$ cat config.mk
export PLATFORM = sky130hd
export DESIGN_NAME = utf8_sanitizer
export DESIGN_NICKNAME = d
export VERILOG_FILES = /design/src/hdl/utf8s_pkg.sv /design/src/hdl/utf8_sanitizer.sv
export SDC_FILE = /design/constraint.sdc
export NUM_CORES = 1
export LEC_CHECK = 0
export BUFFER_PORTS_ARGS = -buffer_cell sky130_fd_sc_hd__buf_2
export CORE_UTILIZATION = 59
export CTS_CLUSTER_DIAMETER = 50
export DETAILED_ROUTE_END_ITERATION = 10
export GPL_TIMING_DRIVEN = 0
export PLACE_DENSITY_LB_ADDON = 0.2
export SETUP_SLACK_MARGIN = 0.05
export SYNTH_ARGS = -nofsm -noshare
export SYNTH_HDL_FRONTEND = slang
export SYNTH_SLANG_ARGS = --single-unit
$ cat constraint.sdc
create_clock -name clk -period 3 [get_ports clk]
set_input_delay 0.45 -clock clk [delete_from_list [all_inputs] [get_ports clk]]
set_output_delay 0.45 -clock clk [all_outputs]
set_load 0.01 [all_outputs]
$ cat src/hdl/utf8s_pkg.sv
// Shared types and constants for the UTF-8 sanitizer.
// No dependencies; imported by utf8_sanitizer.
`timescale 1ns / 1ps
`default_nettype none

package utf8s_pkg;

	typedef logic [7:0] byte_t;

	// Most bytes one input transfer can release
	localparam int unsigned MaxResults = 4;
	localparam int unsigned CntW       = $clog2(MaxResults + 1);

	localparam byte_t REPL_BYTE = 8'h3F;   // '?'
	localparam byte_t CONT_MASK = 8'hC0;
	localparam byte_t CONT_CODE = 8'h80;
	localparam byte_t LEAD2_MASK = 8'hE0;
	localparam byte_t LEAD2_CODE = 8'hC0;
	localparam byte_t LEAD3_MASK = 8'hF0;
	localparam byte_t LEAD3_CODE = 8'hE0;
	localparam byte_t LEAD4_MASK = 8'hF8;
	localparam byte_t LEAD4_CODE = 8'hF0;

	// Sequence length announced by a lead byte, 0 when not a valid lead
	function automatic logic [2:0] lead_len(input byte_t b);
		logic [2:0] len;
		len = 3'd0;
		if ((b & LEAD2_MASK) == LEAD2_CODE) begin
			len = 3'd2;
		end else if ((b & LEAD3_MASK) == LEAD3_CODE) begin
			len = 3'd3;
		end else if ((b & LEAD4_MASK) == LEAD4_CODE) begin
			len = 3'd4;
		end
		return len;
	endfunction

endpackage

`default_nettype wire

$ cat src/hdl/utf8_sanitizer.sv
// UTF-8 sanitizer top level: decode, sequence hold registers and result buffer.
// Depends on utf8s_pkg.
`timescale 1ns / 1ps
`default_nettype none

// Byte-serial UTF-8 clean-up. Each input transfer is decoded combinationally
// against the held sequence state and releases 0 to 4 bytes into a small
// result buffer that drains one byte per cycle on the output channel while
// out_ready is high. ASCII and complete sequences stream at one byte per cycle
// while out_ready is high; a transfer that releases n bytes holds the output
// until all n have left, and the next input is taken in the cycle the last of
// them leaves (in_ready follows out_ready combinationally in that case). Bytes
// that are only held produce no output. run_last marks the final byte released
// by a transfer; stream_last marks it as well when that transfer carried in_end.
module utf8_sanitizer (
	input  wire                   clk,
	input  wire                   arst_n,
	input  wire                   in_valid,
	output logic                  in_ready,
	input  wire utf8s_pkg::byte_t in_byte,
	input  wire                   in_end,
	output logic                  out_valid,
	input  wire                   out_ready,
	output utf8s_pkg::byte_t      out_byte,
	output logic                  run_last,
	output logic                  stream_last
);
	import utf8s_pkg::*;

	// Sequence state
	byte_t       lead_q;
	byte_t       cont_q [2];
	logic [2:0]  exp_len_q;
	logic [1:0]  seen_q;

	// Result buffer
	byte_t          buf_q [MaxResults];
	logic [CntW-1:0] rem_q;
	logic           end_q;

	logic in_xfer, out_xfer;

	// Decode results
	byte_t           nb [MaxResults];
	logic [CntW-1:0] n_res;
	logic [2:0]      exp_len_d;
	logic [1:0]      seen_d;
	byte_t           lead_d;
	logic            cont_we;
	logic [2:0]      len_b;
	logic            is_cont, pending, complete, fresh;
	logic [1:0]      app_idx;

	assign out_valid   = (rem_q != '0);
	assign in_ready    = (rem_q == '0) || ((rem_q == CntW'(1)) && out_ready);
	assign in_xfer     = in_valid && in_ready;
	assign out_xfer    = out_valid && out_ready;
	assign out_byte    = buf_q[0];
	assign run_last    = (rem_q == CntW'(1));
	assign stream_last = (rem_q == CntW'(1)) && end_q;

	assign is_cont  = ((in_byte & CONT_MASK) == CONT_CODE);
	assign pending  = (exp_len_q != 3'd0);
	assign complete = (({1'b0, seen_q} + 3'd2) >= exp_len_q);
	assign len_b    = lead_len(in_byte);

	// Per-byte decode against the pending sequence
	always_comb begin
		for (int i = 0; i < MaxResults; i++) begin
			nb[i] = REPL_BYTE;
		end
		n_res     = '0;
		exp_len_d = exp_len_q;
		seen_d    = seen_q;
		lead_d    = lead_q;
		cont_we   = 1'b0;
		fresh     = 1'b1;
		app_idx   = 2'd0;

		if (pending) begin
			if (is_cont) begin
				fresh = 1'b0;
				if (complete) begin
					// release lead, held continuations and this byte
					nb[0] = lead_q;
					nb[1] = (seen_q >= 2'd1) ? cont_q[0] : in_byte;
					nb[2] = (seen_q == 2'd2) ? cont_q[1] : in_byte;
					nb[3] = in_byte;
					n_res = CntW'(seen_q) + CntW'(2);
					exp_len_d = 3'd0;
					seen_d    = 2'd0;
				end else begin
					cont_we = 1'b1;
					seen_d  = seen_q + 2'd1;
					if (in_end) begin
						// truncated: lead and every continuation become '?'
						n_res     = CntW'(seen_q) + CntW'(2);
						exp_len_d = 3'd0;
						seen_d    = 2'd0;
					end
				end
			end else begin
				// broken sequence, then handle the byte afresh
				n_res     = CntW'(seen_q) + CntW'(1);
				app_idx   = seen_q + 2'd1;
				exp_len_d = 3'd0;
				seen_d    = 2'd0;
			end
		end

		if (fresh) begin
			if (!in_byte[7]) begin
				nb[app_idx] = in_byte;
				n_res       = n_res + CntW'(1);
			end else if ((len_b == 3'd0) || in_end) begin
				n_res = n_res + CntW'(1);
			end else begin
				lead_d    = in_byte;
				exp_len_d = len_b;
				seen_d    = 2'd0;
			end
		end
	end

	// Sequence state registers
	always_ff @(posedge clk or negedge arst_n) begin
		if (!arst_n) begin
			lead_q    <= '0;
			exp_len_q <= '0;
			seen_q    <= '0;
		end else if (in_xfer) begin
			lead_q    <= lead_d;
			exp_len_q <= exp_len_d;
			seen_q    <= seen_d;
		end
	end

	// Held continuation bytes, no reset
	always_ff @(posedge clk) begin
		if (in_xfer && cont_we) begin
			cont_q[seen_q[0]] <= in_byte;
		end
	end

	// Result count and stream-end flag
	always_ff @(posedge clk or negedge arst_n) begin
		if (!arst_n) begin
			rem_q <= '0;
			end_q <= 1'b0;
		end else if (in_xfer) begin
			rem_q <= n_res;
			end_q <= in_end;
		end else if (out_xfer) begin
			rem_q <= rem_q - CntW'(1);
		end
	end

	// Result bytes: load on input transfer, shift on output transfer
	always_ff @(posedge clk) begin
		if (in_xfer) begin
			for (int i = 0; i < MaxResults; i++) begin
				buf_q[i] <= nb[i];
			end
		end else if (out_xfer) begin
			for (int i = 0; i < MaxResults - 1; i++) begin
				buf_q[i] <= buf_q[i+1];
			end
		end
	end

endmodule

`default_nettype wire

==> results of run 1 <==
-- report_power, final --
part	internal (W)	total, W	switching [W]
Combinational	0.000289	0.000695	0.000406
Clock	0.000376	0.000706	0.000330
Sequential	0.00116	0.00124	0.0000817
-- registers in the layout (all words and copies together) (netlist names) --
signal and cells:
rem_q 3, cont_q 16, lead_q 8, end_q 1
seen_q 2, exp_len_q 3, buf_q 32
-- final timing paths --
check	start	cells past startpoint	to
worst max-delay path	rem_q[0]	7	cont_q[0][5]
worst min-delay path	arst_n	1	lead_q[4]
worst max register to register	rem_q[0]	7	cont_q[0][5]
worst min register to register	end_q	2	end_q
max in group asynchronous	arst_n	1	exp_len_q[1]
min in group clk	in_byte[7]	1	cont_q[0][7]
-- layout make-up --
class	count	share of cell area [%]
well taps	70	2.43
repair buffers	24	3.34
clock inverters	5	1.32
plain buffers	11	1.95
multi-input cells	176	34.1
clock buffers	11	3.65
inverters	13	1.39
flip-flops and latches	65	51.8
-- routing by layer --
layer | wire [um] | track usage (%) | vias to the layer above
met4 | 105 | 9.47 | 0
met2 | 3280 | 43.4 | 56
met1 | 2840 | 33.2 | 1085
met3 | 340 | 6.48 | 11
met5 | 0 | 0 | -
li1 | - | - | 1066
-- placed cells by master (no fill, tap or decap), types with 2 or more instances in the layout --
cell	instances
edfxtp_1	48
nand2_1	30
buf_2	28
a21oi_1	18
dfrtp_1	17
o21ai_0	16
nor2_1	15
mux2i_1	13
inv_1	11
o22ai_1	10
ha_1	9
clkbuf_8	9
or3_1	8
clkbuf_1	6
mux2_2	6
mux2_4	5
nor2b_1	4
o21ai_1	3
clkinv_2	3
o21a_1	3
o31ai_1	3
buf_4	2
nand2b_1	2
o221ai_1	2
or2_2	2
a22o_1	2
a221oi_1	2
clkinv_1	2
-- stage by stage --
stage,hold WS [ns],power (W)
after CTS,0.0430,0.00265
after detailed placement,0.417,0.00196
after floorplan,0.154,0.00174
final,0.0360,0.00264
after global placement,0.412,0.00192
after global routing,0.0715,0.00278
-- cells by family after synthesis --
| family | count (synthesis) |
|---|---|
| AO/OA/AOI/OAI | 68 |
| adder cells (fa/ha/maj) | 9 |
| buffers and inverters | 24 |
| AND/OR/NAND/NOR | 75 |
| multiplexers | 24 |
| flip-flops | 65 |
==> results.md, run 1 <==
- Antenna violations before repair: 0
- Status: finished, final reports clean
- Hold Crit Class: in2async
- CP bufs+invs: 2
- WP data required: 2.97 ns
- CTS buffer count: 9
- Root Buffer: clkbuf_8
- Family with the most delay on the worst path: simple AND/OR/NAND/NOR gates
- Diode count: 0
- Ys async rst share: 26.2%
- Area contributors post-synth: edfxtp_1, dfrtp_1, mux2i_1
- RSZ-0062 raised after global routing: false
- Post-layout min period: 2.60 ns
- Max VDD drop: 0.446 mV
- Area of the multi-input gates: 1230 sq um
- CTS tree: done
- Synth Register Bits: 65
- Final Slew Violations: 0
- Max transition margin: 43.4%
- Place WS: 0.404 ns
- Mux contribution to synthesized area: 8.49%
- Final Setup Violations: 0
- EDFF count, synth: 48
- Slowest cell delay on critical path: 0.67 ns
- Site Rows: 26
- Ys flop type: edfxtp_1
- Routed WL per cell: 17.5 um
- IO buf count: 24
- Setup clock skew after layout: 0.00812 ns
- Drt via density: 5.91
- Die footprint: 5750 sq um
- Layout area overhead: 12.0%
- GP Congestion: 0.824
- Post-synthesis share of cell area spent on xor and xnor gates: 0%
- Clock Sinks: 65
- Fin. Hold Viols: 0
- R2R setup slack: 0.40 ns
- Post-synthesis cell count: 265
- Max FO, Critical Path: 13
- Die Y: 75.8 um
- Fillcell total: 367
- CP Capture Type: flop
- Seq/Total Area, Yosys: 58.1%
- CTS HTree Levels: 3
- Layout cells sized above 1: 22.3%
- Global-route usage over all layers: 26.1%
- CP Launch Type: flop
- CP Class: reg2reg
- Post-synthesis compound-gate area fraction: 13.9%
- Period utilisation layout: 86.8%
- DP HPWL: 4520 um
- Nets: 322
- Area leader, netlist: edfxtp_1
- Worst path slowest cell: nor2_1
- Most frequent cell after synthesis: edfxtp_1
- Inst Count DP: 359
- Final worst slack: 0.397 ns
- TNS Setup: 0 ns
- Top cells by count, synth: edfxtp_1, nand2_1, a21oi_1
- Syn_nets: 287
- Chip width: 75.8 um
- Worst-Skew Late Latency: 0.35 ns
- Gr ovfl total: 0
- Hold buffers post-CTS: 0
- Avg Cell Area, Syn: 12.1 sq um
- Max Cap Viol: 0
- Global-route wire length before repair: 10,500 um
- Yosys top cell area share: 44.8%
- Adder and majority gate portion of the synthesized area: 3.50%
- Drt first pass iters: 4
- Core box area: 5170 sq um
- Vias in the first global route: 2,200
- Max clock buf depth: 2
- Synth Cell Area: 3210 sq um
- # resized after CTS: 0
- Clk slew on worst S/H paths: 0.07 ns
- I/O pins: 25
- Non-Filler Instances: 375
- Pwr per Cell Area: 734 nW/um^2
- Antenna Nets Post-Route: 0
- Main combinational cell family by area after synthesis: compound AO/OA/AOI/OAI gates
- Largest net degree at the start of global routing: 27
- FF/Latch Area: 1870 sq um
- Leakage: 1.40 nW
- Post-synthesis simple-gate area fraction: 12.3%
- Ys Warns: 0
- Actual slew at the worst max-slew pin: 0.845 ns
- Worst path cell trace: inv_1 > ha_1 > a21oi_1 > or3b_4 > clkinv_2 > nand3b_2 > nor2_1
- Vias: 2,218
- Synth unique cells: 51
- DP Area: 3420 sq um
- DR iter-0 viols: 152
- Final core utilization: 69.6%
- DRC Markers: 0
- Initial Utilization: 62.1%
- Post-Route WL: 6560 um
- Critical Path AT: 2.57 ns
- Setup Fix Bufs, Post-CTS: 0
- Achievable Freq: 384 MHz
- Design Area, Final: 3600 sq um
No activity file was read; power rests on OpenSTA's default activity.
==> inputs of run 2 (changes only) <==
Settings changed: PLACE_DENSITY set to 0.87, PLACE_DENSITY_LB_ADDON 0.2 to not set.
==> run 2 against run 1 <==
Against the previous run:
- global-route usage grew 0.18 points
- count of clock-buffer cells in the layout fell by 1
- hold slack better by 0.0013 ns
- critical path type unchanged
- critical endpoint is now cont_q[0][1]
- highest routed layer unchanged
==> results.md, run 2 (synthesis gave the netlist of run 1 again) <==
- Clock Sinks: 65 (unchanged)
- Worst R2R Start: rem_q[0]
- Post-layout min period: 2.60 ns (-0.00356 ns)
- Largest net degree at the start of global routing: 27 (unchanged)
- Tot Pwr: 0.00260 W (-1.5%)
- Gr ovfl total: 0 (unchanged)
- DP HPWL: 4290 um (-5.2%)
- CTS buffer count: 9 (unchanged)
- Die Y: 75.8 um (unchanged)
- Period utilisation layout: 86.7% (-0.12 points)
- Slowest cell delay on critical path: 0.65 ns (-0.02 ns)
- Worst-Skew Late Latency: 0.34 ns (about the same)
- Global-route usage over all layers: 26.2% (+0.18 points)
- CP Class: reg2reg
- Reg with most FFs: buf_q
- Pwr per Cell Area: 724 nW/um^2 (-1.3%)
- Core box area: 5170 sq um (unchanged)
- Worst path slowest cell: nor2_1
- Hold Crit Class: in2async
- Inst Count DP: 359 (unchanged)
- # resized after CTS: 0 (unchanged)
- CP Capture Type: flop
- R2R cell count: 7 (unchanged)
- Setup clock skew after layout: 0.00770 ns (-0.000426 ns)
- Nets: 322 (unchanged)
- Commonest non-fill, non-tap cells in the layout: edfxtp_1, nand2_1, buf_2
- Global-route wire length before repair: 10,800 um (+2.0%)
- CTS HTree Levels: 3 (unchanged)
- Actual slew at the worst max-slew pin: 0.802 ns (-0.0436 ns)
- Max VDD drop: 0.509 mV (+14%)
- Layout area overhead: 11.8%
- WP data required: 2.97 ns (about the same)
- Worst path cell trace: inv_1 > ha_1 > a21oi_1 > or3b_4 > clkinv_2 > nand3b_2 > nor2_1
- TNS Setup: 0 ns (unchanged)
- Site Rows: 26 (unchanged)
- Hold buffers post-CTS: 0 (unchanged)
- Layout cells sized above 1: 23.3% (+0.98 points)
- CTS tree: done
- CP Launch Type: flop
- Fin. Hold Viols: 0 (unchanged)
- I/O pins: 25 (unchanged)
- DR iter-0 viols: 156 (+2.6%)
- CP bufs+invs: 2 (unchanged)
- Critical Path AT: 2.57 ns (about the same)
- Post-Route WL: 6580 um (+0.34%)
- Chip width: 75.8 um (unchanged)
- Drt via density: 6.00 (+1.4%)
- Antenna Nets Post-Route: 0 (unchanged)
- Routed WL per cell: 17.6 um (+0.34%)
- Root Buffer: clkbuf_8
- Initial Utilization: 62.1% (unchanged)
- Non-Filler Instances: 375 (unchanged)
- Antenna violations before repair: 0 (unchanged)
- Clk slew on worst S/H paths: 0.08 ns (about the same)
- IO buf count: 24 (unchanged)
- R2R setup slack: 0.40 ns (about the same)
- Max transition margin: 46.4% (+2.9 points)
- RSZ-0062 raised after global routing: false
- Max FFs per register: 32 (unchanged)
- Most common cell after layout, fill and taps aside: edfxtp_1
- Leakage: 1.40 nW (-0.48%)
- Max FO, Critical Path: 13 (unchanged)
- FF-to-FF End: cont_q[0][1]
- Vias: 2,250 (+1.4%)
- Final Slew Violations: 0 (unchanged)
- Setup Fix Bufs, Post-CTS: 0 (unchanged)
- Max clock buf depth: 2 (unchanged)
- Max Cap Viol: 0 (unchanged)
- Vias in the first global route: 2,246 (+2.1%)
- Status: finished, final reports clean
- Diode count: 0 (unchanged)
- Achievable Freq: 385 MHz (+0.14%)
- DRC Markers: 0 (unchanged)
- Die footprint: 5750 sq um (unchanged)
- Final Setup Violations: 0 (unchanged)
- Final core utilization: 69.5% (-0.15 points)
- Drt first pass iters: 5 (+1)
- GP Congestion: 0.895 (+8.6%)
- Family with the most delay on the worst path: simple AND/OR/NAND/NOR gates
## run 2: cell count changes in the layout (fill, tap and decap cells not counted)
cell	previous run	this run
clkbuf_8	9	10
clkbuf_1	6	4
bufinv_16	1	0
clkinv_2	3	4
clkinv_1	2	1
clkinvlp_4	0	2
## run 2: through the flow
step / instance area (sq um) / worst slack [ns] / hold WS [ns]
after global routing: 3590 / 0.263 / 0.0696
after detailed placement: 3420 / 0.427 / 0.417
final: 3590 / 0.400 / 0.0372
after floorplan: 3210 / 0.860 / 0.154
after global placement: 3420 / 0.501 / 0.407
after CTS: 3590 / 0.382 / 0.0498
## run 2: layout make-up
cell class	count	area [sq um]
Sequential cell	65	1870
Fill cell	364	1580
Multi-Input combinational cell	176	1230
Clock buffer	10	138
Timing Repair Buffer	24	120
Tap cell	70	87.6
Buffer	11	70.1
Inverter	13	50.0
Clock inverter	6	33.8
## run 2: how the worst max path moves through the flow
stage,startpoint,end,slack (ns),cells past startpoint
2_1_floorplan,seen_q[0],buf_q[2][0],0.86,8
3_3_place_gp,rem_q[0],cont_q[0][0],0.50,7
3_5_place_dp,rem_q[0],cont_q[0][0],0.43,7
4_1_cts,rem_q[0],cont_q[0][5],0.38,7
5_1_grt,rem_q[0],cont_q[0][0],0.26,7
6_report,rem_q[0],cont_q[0][1],0.40,7
## run 2: where the power goes
| part | total (W) | switching [W] | internal, W |
|---|---|---|---|
| sequential | 0.00125 | 0.0000880 | 0.00116 |
| clock | 0.000660 | 0.000345 | 0.000315 |
| combinational | 0.000695 | 0.000406 | 0.000289 |
| total | 0.00260 | 0.000839 | 0.00176 |
## run 2: routing by layer
metal / up-vias / track usage [%] / wire length [um]
met4: 0 / 13.0 / 137
li1: 1054 / - / -
met5: - / 0 / 0
met3: 17 / 6.35 / 452
met1: 1068 / 32.1 / 2730
met2: 111 / 43.6 / 3260
==> inputs of run 3 (changes only) <==
Settings changed: CELL_PAD_IN_SITES_DETAIL_PLACEMENT set to 1, CELL_PAD_IN_SITES_GLOBAL_PLACEMENT set to 2, CORE_UTILIZATION 59 to 41.
==> run 3 against run 2 <==
Against the previous run:
- design area up 2.3%
- register-to-register slack worse by 0.06 ns
- sequential power about the same
- largest cell class unchanged
- sequential share of layout area down 1.2 points
==> results.md, run 3 (synthesis gave the netlist of run 1 again) <==
- Post-layout min period: 2.66 ns (+0.0571 ns)
- Antenna Nets Post-Route: 0 (unchanged)
- Vias: 2,255 (+0.22%)
- Commonest non-fill, non-tap cells in the layout: edfxtp_1, nand2_1, buf_2
- Leakage: 1.42 nW (+1.4%)
- CTS HTree Levels: 3 (unchanged)
- Final Setup Violations: 0 (unchanged)
- Die footprint: 8200 sq um (+43%)
- Clock Sinks: 65 (unchanged)
- Area of the multi-input gates: 1230 sq um (unchanged)
- CP Capture Type: flop
- # resized after CTS: 0 (unchanged)
- Post-Route WL: 7860 um (+19%)
- Hold Crit Class: in2async
- Clk slew on worst S/H paths: 0.08 ns (about the same)
- Nets: 322 (unchanged)
- CP Launch Type: flop
- Achievable Freq: 376 MHz (-2.1%)
- WP depth: 7 (unchanged)
- Fin. Hold Viols: 0 (unchanged)
- Setup Fix Bufs, Post-CTS: 0 (unchanged)
- Global-route usage over all layers: 20.6% (-5.6 points)
- Drt via density: 5.58 (-7.0%)
- CTS tree: done
- Antenna violations before repair: 0 (unchanged)
- Critical Path AT: 2.64 ns (+0.07 ns)
- Site Rows: 31 (+19%)
- Actual slew at the worst max-slew pin: 0.866 ns (+0.0640 ns)
- Max clock buf depth: 2 (unchanged)
- CTS buffer count: 9 (unchanged)
- I/O pins: 25 (unchanged)
- Gr ovfl total: 0 (unchanged)
- Period utilisation layout: 88.6% (+1.9 points)
- DP HPWL: 5130 um (+20%)
- Family with the most delay on the worst path: simple AND/OR/NAND/NOR gates
- DRC Markers: 0 (unchanged)
- Initial Utilization: 43.4% (-19 points)
- FF/Latch Area: 1870 sq um (unchanged)
- Largest net degree at the start of global routing: 27 (unchanged)
- TNS Setup: 0 ns (unchanged)
- Pwr per Cell Area: 760 nW/um^2 (+4.9%)
- Fillcell total: 793 (+120%)
- Max Cap Viol: 0 (unchanged)
- Worst R2R Start: rem_q[0]
- IO buf count: 24 (unchanged)
- Reg with most FFs: buf_q
- Most common cell after layout, fill and taps aside: edfxtp_1
- GP Congestion: 0.823 (-8.1%)
- Max FFs per register: 32 (unchanged)
- Setup clock skew after layout: 0.00763 ns (-0.0000652 ns)
- WP data required: 2.98 ns (about the same)
- Diode count: 0 (unchanged)
- Final Slew Violations: 0 (unchanged)
- R2R setup slack: 0.34 ns (-0.06 ns)
- Layout cells sized above 1: 23.6% (+0.33 points)
- Root Buffer: clkbuf_8
- Vias in the first global route: 2,352 (+4.7%)
- Status: finished, final reports clean
- Slowest cell delay on critical path: 0.69 ns (+0.04 ns)
- R2R cell count: 7 (unchanged)
- Worst-Skew Late Latency: 0.35 ns (about the same)
- Routed WL per cell: 19.5 um (+11%)
- DR iter-0 viols: 88 (-44%)
- CP bufs+invs: 2 (unchanged)
- Max transition margin: 42.1% (-4.3 points)
- Hold buffers post-CTS: 0 (unchanged)
- RSZ-0062 raised after global routing: false
- Worst path slowest cell: nor2_1
- Global-route wire length before repair: 12,400 um (+15%)
- Core box area: 7410 sq um (+43%)
- Chip width: 90.5 um (+19%)
- DP Area: 3460 sq um (+1.1%)
- CP Class: reg2reg
- Worst path cell trace: inv_1 > ha_1 > a21oi_1 > or3b_4 > clkinv_2 > nand3b_2 > nor2_1
- FF-to-FF End: cont_q[0][4]
- Design Area, Final: 3680 sq um (+2.3%)
- Die Y: 90.5 um (+19%)
- Max FO, Critical Path: 13 (unchanged)
- Layout area overhead: 14.4%
- Max VDD drop: 0.227 mV (-55%)
- Drt first pass iters: 4 (-1)
## run 3: how the worst max path moves through the flow
stage	start	end
2_1_floorplan	seen_q[0]	buf_q[2][0]
3_5_place_dp	rem_q[0]	cont_q[0][7]
4_1_cts	rem_q[0]	cont_q[0][7]
6_report	rem_q[0]	cont_q[0][4]
3_3_place_gp	rem_q[0]	cont_q[0][4]
5_1_grt	rem_q[0]	cont_q[1][6]
## run 3: final cells by class
class / count / share of cell area (%)
Tap cell: 99 / 3.37
Multi-Input combinational cell: 176 / 33.4
Timing Repair Buffer: 24 / 3.27
Buffer: 11 / 1.91
Inverter: 13 / 1.36
Sequential cell: 65 / 50.8
Clock buffer: 9 / 3.37
Clock inverter: 7 / 2.55
## run 3: power breakdown
part           switching, W  internal (W)  total [W]  leakage, nW
sequential        0.0000861       0.00116    0.00125        0.643
clock              0.000365      0.000467   0.000832        0.106
combinational      0.000426      0.000289   0.000715        0.667
total              0.000876       0.00192    0.00279         1.42
## run 3: per-stage QoR
| stage | cells | utilization, % | power, W | hold WS (ns) | setup WS [ns] |
|---|---|---|---|---|---|
| global placement | 388 | 46.7 | 0.00194 | 0.430 | 0.389 |
| floorplan | 265 | - | 0.00174 | 0.154 | 0.860 |
| CTS | 404 | 49.6 | 0.00282 | 0.0447 | 0.334 |
| global route | 404 | 49.6 | 0.00294 | 0.0467 | 0.228 |
| finish | 404 | 49.6 | 0.00279 | 0.0357 | 0.343 |
| detailed placement | 388 | 46.7 | 0.00198 | 0.429 | 0.344 |
## run 3: routing by layer
| metal | vias up | wire [um] | track usage [%] |
|---|---|---|---|
| met5 | - | 0 | 0 |
| met4 | 0 | 233 | 10.3 |
| met3 | 18 | 239 | 5.56 |
| met2 | 39 | 4020 | 35.4 |
| met1 | 1145 | 3370 | 23.6 |
| li1 | 1053 | - | - |
